`config.mk`:
```
export PLATFORM = sky130hd
export DESIGN_NAME = qrs_div_cell
export DESIGN_NICKNAME = d
export VERILOG_FILES = /design/src/hdl/qrs_div_cell.sv
export SDC_FILE = /design/constraint.sdc
export NUM_CORES = 1
export LEC_CHECK = 0
export BUFFER_PORTS_ARGS = -buffer_cell sky130_fd_sc_hd__clkbuf_2
export CAP_MARGIN = 20
export CORE_AREA = 2 2 134 136
export DETAILED_ROUTE_END_ITERATION = 10
export DIE_AREA = 0 0 136 138
export HOLD_SLACK_MARGIN = 0.06
export PLACE_DENSITY = 0.77
export SYNTH_ARGS = -nofsm -noshare
export SYNTH_HDL_FRONTEND = slang
export SYNTH_SLANG_ARGS = --single-unit
```
`constraint.sdc`:
```
create_clock -name clk -period 6.7 [get_ports clk]
set_clock_uncertainty 0.2 [all_clocks]
set_input_delay 0.67 -clock clk [delete_from_list [all_inputs] [get_ports clk]]
set_output_delay 0.67 -clock clk [all_outputs]
set_load 0.02 [all_outputs]
```
`src/hdl/qrs_div_cell.sv`:
```
// One bit step of the pipelined restoring divider.
// Stand-alone cell; chained by quadratic_root_solver, no package use.
`default_nettype none

module qrs_div_cell #(
  parameter int NW = 52,
  parameter int DVW = 34
) (
  input  wire logic            clk,
  input  wire logic            en,
  input  wire logic [NW-1:0]   num_in,
  input  wire logic [DVW-1:0]  rem_in,
  input  wire logic [NW-1:0]   quo_in,
  input  wire logic [DVW-1:0]  den_in,
  output logic      [NW-1:0]   num_out,
  output logic      [DVW-1:0]  rem_out,
  output logic      [NW-1:0]   quo_out,
  output logic      [DVW-1:0]  den_out
);

  logic [DVW-1:0] rem_sh;
  logic           fits;

  // The remainder stays below the divisor, so its top bit is always clear.
  assign rem_sh = {rem_in[DVW-2:0], num_in[NW-1]};
  assign fits   = (rem_sh >= den_in);

  always_ff @(posedge clk) begin
    if (en) begin
      num_out <= {num_in[NW-2:0], 1'b0};
      rem_out <= fits ? (rem_sh - den_in) : rem_sh;
      quo_out <= {quo_in[NW-2:0], fits};
      den_out <= den_in;
    end
  end

endmodule

`default_nettype wire

```
# Word-level counts from Yosys, hierarchy flattened
# Index checks and enable logic that the tools add are counted.
# classes
muxes	1
magnitude_cmp	1
add_sub_neg	1
# ops
operator	count
$ge 34x34->1	1
$mux 34	1
$sub 34x34->34	1
# word_totals
out_inout_bits	172
regBits	171
inputBits	174

# Longest topological paths before layout
# logic_depth
depth_word	2
mapped_depth	14
depth_no_buf	13

# Worst setup path before layout
# OpenSTA, ideal clock, no wires.
# synth_timing
kind	input-to-reg
from	input port num_in[51]
to	register rem_out[28], data pin
cell_stages	13
setup_slack_ps	2971
arrival_ps	3268
path_buffers	0
path_cell_list	inv_1 ha_1 inv_1 fa_1 a21o_1 a221oi_2 o21ai_2 a311o_2 o41ai_4 o21a_2 o21ai_2 xor2_1 mux2_4
# synth_via
elab_chain_len	2
elab_cells_between_ends	3
cone_classes	add/sub (1); order compare (1); mux (1)
# synth_lines
item	line	text
from (decl)	11	input wire logic [NW-1:0] num_in,
$sub 34x34->34 or $ge 34x34->1 (tied branches)	31, 26	
$mux 34 *	31	rem_out <= fits ? (rem_sh - den_in) : rem_sh;
to (signal assigned)	31	
to (decl)	16	output logic [DVW-1:0] rem_out,
# Mark *: on every way between the ends. The rest lies on a longest branch, timed or not.
# A chain may end at the register's enable or synchronous reset.

# Worst setup path after layout
# layout_timing
from	input port num_in[51]
to	register rem_out[7], data pin
# The elaborated chain is that of the path after synthesis.

==> results_dict.tcl <==
set metrics [dict create \
    p_leak_nw 4.573 \
    crit_buf_inv 4 \
    setup.worst_path.start_class "primary input" \
    grt_pass1_wl_um 29060 \
    ys_types 53 \
    yosys.area_share.simple 0.05867 \
    slowest_delay_ns 0.49 \
    worst_pin_slew_ns 0.9550 \
    grt_overflow 0 \
    place_congestion 0.8499 \
    grt_pass1_vias 5392 \
    fin_crit_sh 0.6058 \
    core_sq_mm 0.01753 \
    setup_viol 0 \
    min-delay-start "quo_in[20]" \
    whs_path_depth 1 \
    synthArstFlopShare 0 \
    yosys.area_share.xor_xnor 0.03471 \
    dpl_cell_area_sq_mm 0.009484 \
    syn-cell-area_sq_mm 0.007571 \
    final_cell_mix "341 x clkbuf_2, 171 x edfxtp_1, 40 x inv_1, 37 x a21oi_1, 34 x ha_1" \
    seq_area_frac_synth 0.6782 \
    ios 346 \
    cpLargestDelayFamily "compound AO/OA/AOI/OAI gates" \
    end_kind "flip-flop" \
    status "complete, no violations" \
    fin_setup_tns_ns 0 \
    cts_num_sinks 171 \
    final_cell_area_sq_mm 0.01009 \
    multi_input_area_sq_mm 0.002180 \
    hold_viol_final 0 \
    cap_viol_max_count 0 \
    yosys.area_share.adder 0.05883 \
    cp_data_arrival_time_ns 4.04 \
    crit_chain "clkbuf_2 > inv_1 > ha_1 > inv_1 > fa_1 > a21o_1 > a221oi_2 > o21ai_2 > a311o_2 > o31ai_4 > o41ai_4 > buf_4 > mux2_4" \
    setup_slack_ns 2.641 \
    wl_um 19630 \
    drc 0 \
    die_x_um 136 \
    via_per_inst 4.966 \
    path_max_fanout 43 \
    htreeDepth 4 \
    ys_ff_latch 171 \
    via_count 5468 \
    antenna_found_initial 1 \
    seq_area_sq_mm 0.005135 \
    slowest_stage "a311o_2" \
    period_minus_slack_ns 4.059 \
    grt_max_degree 106 \
    nets 1067 \
    die_area_sq_mm 0.01877 \
    num_rows 49 \
    fillCellCount 1465 \
    drive_gt1_frac 0.4948 \
    post_synth_inst_count 509 \
    synth_edf_count 171 \
    slew_violations 0 \
    clk_pin_slew_worst_paths_ns 0.07 \
    post_cts.repair.setup_buffers 0 \
    clock_path_buffers 2 \
    max-slew-margin-rel 0.3633 \
    synth_top_flop_cell "edfxtp_1" \
    path_class "in -> reg" \
    cts_tree "done" \
    crit_start "num_in[51]" \
    post_cts_resized 0 \
    synth_top_family_by_area "compound AO/OA/AOI/OAI gates" \
    drt-pass1-iter-count 4 \
    cp.required_ns 6.68 \
    avgSynthCellArea_sq_um 14.87 \
    synthMuxAreaShare 0.02380 \
    dr.first_iter.drc_count 303 \
    crit_top_cell "inv_1" \
    yosys_warnings 0 \
    place_ws_ns 1.861 \
    io_buffers 342 \
    peakVddDrop_mv 0.1665 \
    p_per_area_mw_per_mm2 285.4 \
    rsz0062_at_grt "false" \
    numCtsBuffers 17 \
    worst-path-stages 13 \
    areaGrowthSynthToFinish_pct 33.25 \
    hp-class "in -> reg" \
    synth_compound_area_frac 0.1114 \
    ctsHoldBuffers 0 \
    die_height_um 138 \
    wl_per_cell_um 17.83 \
    clock.fmax_mhz 246.4 \
    clock-root-buffer "clkbuf_16" \
    dp.final_hpwl_um 15130 \
    postRouteAntennaNets 0 \
    start_util 0.4318 \
    mostFrequentLayoutCell "clkbuf_2" \
    synth_nets 718 \
    final_core_util 0.5754 \
    grt_usage 0.2058 \
]
[logic make-up (layout without fill, tap and decap cells)]
logic type      count (synthesis)  in the layout
flops                         171            171
mux                            12             12
fa+ha+maj                      35             35
xor+xnor                       30             30
buf+inv                        55            417
simple gates                   89             89
compound gates                116            116
other cells                     1              2
[per-layer routing]
metal | track usage | routed length [um] | part of all wire
met4 | 0.08991 | 527 | 0.027
met3 | 0.05611 | 1452 | 0.074
met1 | 0.2370 | 7529 | 0.38
met5 | 0 | 0 | 0
met2 | 0.3565 | 10120 | 0.52
[area by class of cell]
cell class / instances / share of cell area
antenna: 1 / 0.0002480
clock buffer: 17 / 0.04217
clock inverter: 15 / 0.01637
inverter: 40 / 0.01488
multi-input combinational: 283 / 0.2160
sequential: 171 / 0.5090
tap: 229 / 0.02840
timing repair buffer: 345 / 0.1729
[where the power goes]
part           switching, W  leakage (nW)  internal, W
logic              0.000360          2.61     0.000213
clock network      0.000478         0.293     0.000507
registers         0.0000267          1.67      0.00129
total              0.000865          4.57      0.00201
[sequential cells by signal, indices dropped and copies added (netlist names)]
| name | flops |
|---|---|
| den_out | 34 |
| num_out | 51 |
| quo_out | 52 |
| rem_out | 34 |
[Yosys cell counts (3+ instances only)]
| cell type | count | share of area |
|---|---|---|
| xor2_1 | 17 | 0.020 |
| nor2_2 | 14 | 0.012 |
| nand4_1 | 10 | 0.0083 |
| edfxtp_1 | 171 | 0.68 |
| a211oi_1 | 3 | 0.0030 |
| nor3_1 | 5 | 0.0033 |
| o21ai_0 | 15 | 0.0099 |
| a21o_1 | 19 | 0.019 |
| clkbuf_1 | 7 | 0.0035 |
| xnor2_1 | 13 | 0.015 |
| a21oi_2 | 17 | 0.020 |
| buf_6 | 6 | 0.0089 |
| nand2_1 | 25 | 0.012 |
| mux2_4 | 12 | 0.024 |
| a21oi_1 | 37 | 0.024 |
| nand3_1 | 3 | 0.0020 |
| inv_1 | 40 | 0.020 |
| ha_1 | 34 | 0.056 |
| nor2_1 | 21 | 0.010 |
[stage by stage]
step	power (W)	cells	hold WS [ns]
3_5_place_dp	0.001918	1067	0.6486
4_1_cts	0.002909	1099	0.1915
2_1_floorplan	0.001704	509	0.5689
3_3_place_gp	0.001903	1067	0.6470
6_report	0.002879	1101	0.2048
5_1_grt	0.002993	1101	0.1896
[path summary, 6_finish.rpt]
kind	slack, ns	endpoint
worst max-delay path	2.64	rem_out[7]
worst min-delay path	0.20	quo_out[21]
Power figures use the tool's default switching activity.
