File: config.mk
export PLATFORM = sky130hd
export DESIGN_NAME = qrs_sqrt_cell
export DESIGN_NICKNAME = d
export VERILOG_FILES = /design/src/hdl/qrs_sqrt_cell.sv
export SDC_FILE = /design/constraint.sdc
export NUM_CORES = 1
export LEC_CHECK = 0
export BUFFER_PORTS_ARGS = -buffer_cell sky130_fd_sc_hd__buf_4
export CORE_AREA = 4 4 119 121
export CTS_CLUSTER_DIAMETER = 120
export CTS_CLUSTER_SIZE = 25
export DETAILED_ROUTE_END_ITERATION = 10
export DIE_AREA = 0 0 123 125
export PLACE_DENSITY_LB_ADDON = 0.08
export REMOVE_ABC_BUFFERS = 1
export SKIP_LAST_GASP = 1
export SLEW_MARGIN = 10
export SYNTH_ARGS = -nofsm -noshare
export SYNTH_HDL_FRONTEND = slang
export SYNTH_SLANG_ARGS = --single-unit
export TNS_END_PERCENT = 1
File: constraint.sdc
create_clock -name clk -period 5.4 [get_ports clk]
set_input_delay 1.08 -clock clk [delete_from_list [all_inputs] [get_ports clk]]
set_output_delay 1.08 -clock clk [all_outputs]
set_load 0.05 [all_outputs]
File: src/hdl/qrs_sqrt_cell.sv
// One bit step of the pipelined integer square root.
// Stand-alone cell; chained by quadratic_root_solver, no package use.
`default_nettype none

module qrs_sqrt_cell #(
  parameter int SW = 33
) (
  input  wire logic              clk,
  input  wire logic              en,
  input  wire logic [2*SW-1:0]   rad_in,
  input  wire logic [SW+1:0]     rem_in,
  input  wire logic [SW-1:0]     root_in,
  output logic      [2*SW-1:0]   rad_out,
  output logic      [SW+1:0]     rem_out,
  output logic      [SW-1:0]     root_out
);

  logic [SW+1:0] rem_sh;
  logic [SW+1:0] trial;
  logic          fits;

  // Bring down the next two radicand bits and try a one in this root bit.
  assign rem_sh = {rem_in[SW-1:0], rad_in[2*SW-1 -: 2]};
  assign trial  = {root_in, 2'b01};
  assign fits   = (rem_sh >= trial);

  always_ff @(posedge clk) begin
    if (en) begin
      rad_out  <= {rad_in[2*SW-3:0], 2'b00};
      rem_out  <= fits ? (rem_sh - trial) : rem_sh;
      root_out <= {root_in[SW-2:0], fits};
    end
  end

endmodule

`default_nettype wire

# After elaboration in Yosys (flattened, before gate mapping)
# Cells that the tools add are included.
dict set report classes {
  n_mul 0
  muxes 1
  n_bitwise 0
  n_reduce_logical 0
  eq_ne 0
  order_cmp 1
  n_div 0
  addsub 1
  n_shift 0
}
# operator count
set ops {}
lappend ops {{35-bit >= comparator} 1}
lappend ops {{35-bit two-way mux} 1}
lappend ops {{35-bit subtractor} 1}
dict set report word_totals {
  latch_bits 0
  reg_bits 132
  wordCells 6
  in_bits 136
  memories 0
  output_inout_bits 134
  romBits 0
  ramBits 0
}

# Logic depth before layout (Yosys ltp)
dict set report logic_depth {
  ltp_word 2
  mapped_depth 13
  depth_no_buf 11
}

# Least setup slack after synthesis
# Ideal clock, no wire load.
dict set report synth_path {
  path_type {in2reg}
  start {in root_in[17]}
  end {reg rem_out[34], data pin}
  arrival_time_ns 3.074
  cell_stages 11
  t_required_ns 5.142
  setup_slack_ns 2.068
  n_path_buf 1
  setup_time_ns 0.258
  cell_sequence {inv_1 > ha_1 > buf_2 > a21oi_1 > o21ai_1 > a2111oi_2 > nor3_1 > o31a_1 > a311o_1 > xnor2_1 > a21oi_1}
}
dict set report synth_via {
  elab_chain_len 2
  word_cells_on_any_way 3
  classes_between {add/sub: 1; order compare: 1; mux: 1}
}
# element line
set synth_rtl {}
lappend synth_rtl {{from (decl)} 12} ;# input wire logic [SW-1:0] root_in,
lappend synth_rtl {{35-bit subtractor or 35-bit >= comparator (tied branches)} {30, 25}}
lappend synth_rtl {{35-bit two-way mux *} 30} ;# rem_out <= fits ? (rem_sh - trial) : rem_sh;
lappend synth_rtl {{to (signal assigned)} 30}
lappend synth_rtl {{to (decl)} 14} ;# output logic [SW+1:0] rem_out,
# Every way passes the cells marked *; elsewhere a longest branch is shown, timed or not.
# A chain may end at the register's enable or synchronous reset.

# Worst setup path after layout
dict set report layout_path {
  start {in root_in[12]}
  end {reg rem_out[6], data pin}
}
dict set report layout_via {
  elab_chain_len 2
}
# element line
set layout_rtl {}
lappend layout_rtl {{35-bit >= comparator} 25} ;# assign fits = (rem_sh >= trial);
lappend layout_rtl {{35-bit two-way mux} 30}
# No other way between the ends.

==> impl_metrics.csv <==
group,metric,value,unit
synth,syn_inst,527,
timing,hold_viol,0,
worst_setup_path,slowest_delay,0.43,ns
floorplanning,num_rows,42,
timing,max_slew_margin,0.413,
worst_setup_path,cp_top_family,"compound AO/OA/AOI/OAI gates",
floorplanning,initial_utilization,0.495,
synth,async_flop_share,0,
global_routing,use_met3,0.0687,
clock_tree,htree_num_levels,4,
clock_tree,clk_pin_slew,0.06,ns
floorplanning,die_h,125,um
clock_tree,cts_setup_buffers,0,
timing,final.period_utilization,0.683,
timing,tightest_slew,0.880,ns
pwr,p_total,0.00332,W
timing,fmax,271,MHz
worst_hold_path,holdCritPathClass,"input port to register",
synth,ys_seq_elements,132,
synth,yosys_warnings,0,
worst_setup_path,critPathArrivalTime,3.95,ns
final_layout,drive_above_1_share,0.384,
routing,ant_nets,0,
routing,vias,5233,
place,io_buffers,265,
routing,wl,17700,um
final_layout,antenna_cells,0,
global_routing,grt_antenna_before_repair,0,
routing,drc,0,
synth,syn-cell-area,6480,um^2
final_layout,multi_input_area,2250,um^2
floorplanning,io_pins,270,
pwr,max-vdd-ir-drop,0.196,mV
synth,synthTopCellsByArea,"edfxtp_1, ha_1, a21oi_1",
worst_setup_path,cp_data_required_time,5.65,ns
global_routing,overflow,0,
final_layout,final_net_count,970,
routing,drt_iter0_markers,298,
synth,synth-main-ff-cell,"edfxtp_1",
global_routing,grt_pass1_vias,5354,
worst_setup_path,start_kind,"input port",
synth,synth_top_area_frac,0.611,
synth,synth_edf_count,132,
worst_setup_path,path_class,"input port to register",
pwr,p_per_area,361,nW/um^2
routing,wl_per_cell,17.9,um
timing,layout_min_cycle_time,3.69,ns
floorplanning,coreArea,13100,um^2
worst_setup_path,cpMostUsedCell,"a21oi_1",
run,max_cap_violations,0,
clock_tree,cts_buffers,17,
timing,setup_tns,0,ns
routing,vias_per_cell,5.30,
global_routing,met2_usage,0.408,
clock_tree,ctsLongestPathBuffers,2,
global_routing,use_met1,0.266,
global_routing,grt_max_degree,98,
final_layout,final_util,0.703,
timing,slew_viol_final,0,
clock_tree,cts_resized,0,
worst_setup_path,crit_fanout,23,
global_routing,grt_pass1_wl,27700,um
synth,ys_seq_area_frac,0.611,
pwr,p_leak,4.05,nW
clock_tree,cts_root_buf,"clkbuf_16",
worst_setup_path,cpMaxStageDelayCell,"inv_1",
final_layout,fill_cells,962,
routing,drt-pass1-iter-count,5,
final_layout,syn_to_final_growth,41.9,%
synth,synth.largest_area_cell,"edfxtp_1",
clock_tree,hold_buffers,0,
floorplanning,die_w,123,um
worst_setup_path,cp-end-kind,"register",
timing,grt_setup_unrepaired,"no",
place,place_ws,1.36,ns
global_routing,grt.total_usage,0.232,
floorplanning,design.die.area,15400,um^2
place,place.gp.congestion,0.911,
final_layout,seq_area,3960,um^2
status,status,"completed",
clock_tree,cts.sinks,132,
timing,setup_violations,0,
global_routing,grt.busiest_layer,"met2",
synth,postSynthAreaPerCell,12.3,um^2
synth,ys_types,57,
worst_setup_path,path_cells,"buf_4 > inv_1 > ha_1 > nand2_1 > o21ai_0 > a21oi_1 > o211ai_2 > a21oi_1 > o31a_1 > inv_1 > buf_4 > nor2_1 > a21oi_1",
place,hpwl,13300,um
timing,setup_ws,1.71,ns
worst_setup_path,worst-path-buf-inv,4,
clock_tree,cts_tree,"yes",
cell usage in the layout (no fill, tap or decap), types with 2 or more instances in the layout:
| cell type | count |
|---|---|
| a31oi_1 | 4 |
| xnor2_1 | 17 |
| conb_1 | 2 |
| and4_1 | 2 |
| and3b_1 | 2 |
| xor2_1 | 10 |
| clkinv_4 | 2 |
| clkinvlp_4 | 2 |
| o31a_1 | 2 |
| o21bai_1 | 6 |
| o31ai_1 | 4 |
| inv_6 | 4 |
| nor4b_1 | 2 |
| o21ai_0 | 23 |
| nor3_1 | 9 |
| nor4_1 | 3 |
| o211ai_1 | 4 |
| a211o_1 | 3 |
| ha_1 | 35 |
| nand2_1 | 36 |
| clkbuf_16 | 17 |
| o221ai_1 | 2 |
| and3_1 | 4 |
| and2_1 | 3 |
| a21oi_1 | 54 |
| nand4_1 | 9 |
| nand2b_1 | 4 |
| clkinv_2 | 5 |
| bufinv_16 | 2 |
| o21ai_1 | 3 |
| nor2_1 | 33 |
| edfxtp_1 | 132 |
| a21o_1 | 16 |
| buf_4 | 267 |
| a21boi_0 | 5 |
| inv_1 | 44 |
| o21a_1 | 7 |
| nand3_1 | 10 |
| a211oi_1 | 2 |
flip-flops by register name, summed over array words and instances (netlist names):
register and flops:
rad_out 64, rem_out 35, root_out 33
cell type report:
cell class / count / share of cell area
Tap cell: 176 / 0.0239
Multi-Input combinational cell: 336 / 0.245
Inverter: 44 / 0.0180
Clock buffer: 17 / 0.0463
Clock inverter: 15 / 0.0166
Sequential cell: 132 / 0.431
Timing Repair Buffer: 268 / 0.219
power by group:
part / switching [W] / total (W) / internal, W
sequential: 0.0000272 / 0.00128 / 0.00125
combinational: 0.000617 / 0.000923 / 0.000306
clock: 0.000441 / 0.00112 / 0.000681
total: 0.00109 / 0.00332 / 0.00223
path summary, 6_finish.rpt:
kind,startpoint,end,slack (ns),cells after the start
max,root_in[12],rem_out[6],1.71,13
min,rad_in[18],rad_out[20],0.84,1
per-stage QoR:
stage / cells / hold slack, ns / cell area (um^2)
after floorplan: 512 / 1.18 / 6380
after detailed placement: 956 / 1.26 / 8620
after global placement: 956 / 1.26 / 8620
after CTS: 988 / 0.820 / 9200
final: 988 / 0.837 / 9200
after global routing: 988 / 0.811 / 9200
routing by layer:
layer	share of wire	wire length (um)
met1	0.37	6600
met3	0.089	1580
met2	0.52	9200
met5	0	0
met4	0.018	319
synth_stat cells (7+ instances only):
master    count
edfxtp_1    132
nand2_1      36
ha_1         35
a21oi_1      54
xnor2_1      17
a21o_1       16
nand4_1       9
nor2_1       33
o21ai_0      23
o21a_1        7
nor3_1        9
inv_1        44
nand3_1      10
xor2_1       10
buf_2         7
cell families (layout without fill, tap and decap cells):
logic type                 count (synthesis)  after routing  synth area share
other                                      1              2          0.000578
xor gates and xnor gates                  27             27            0.0365
adders and majority gates                 35             35            0.0676
DFF                                      132            132             0.611
and+or+nand+nor                          125            125            0.0950
muxes                                      1              1           0.00174
AOI/OAI and AO/OA                        146            146             0.146
buffers and inverters                     60            344            0.0413
Power figures use the tool's default switching activity.
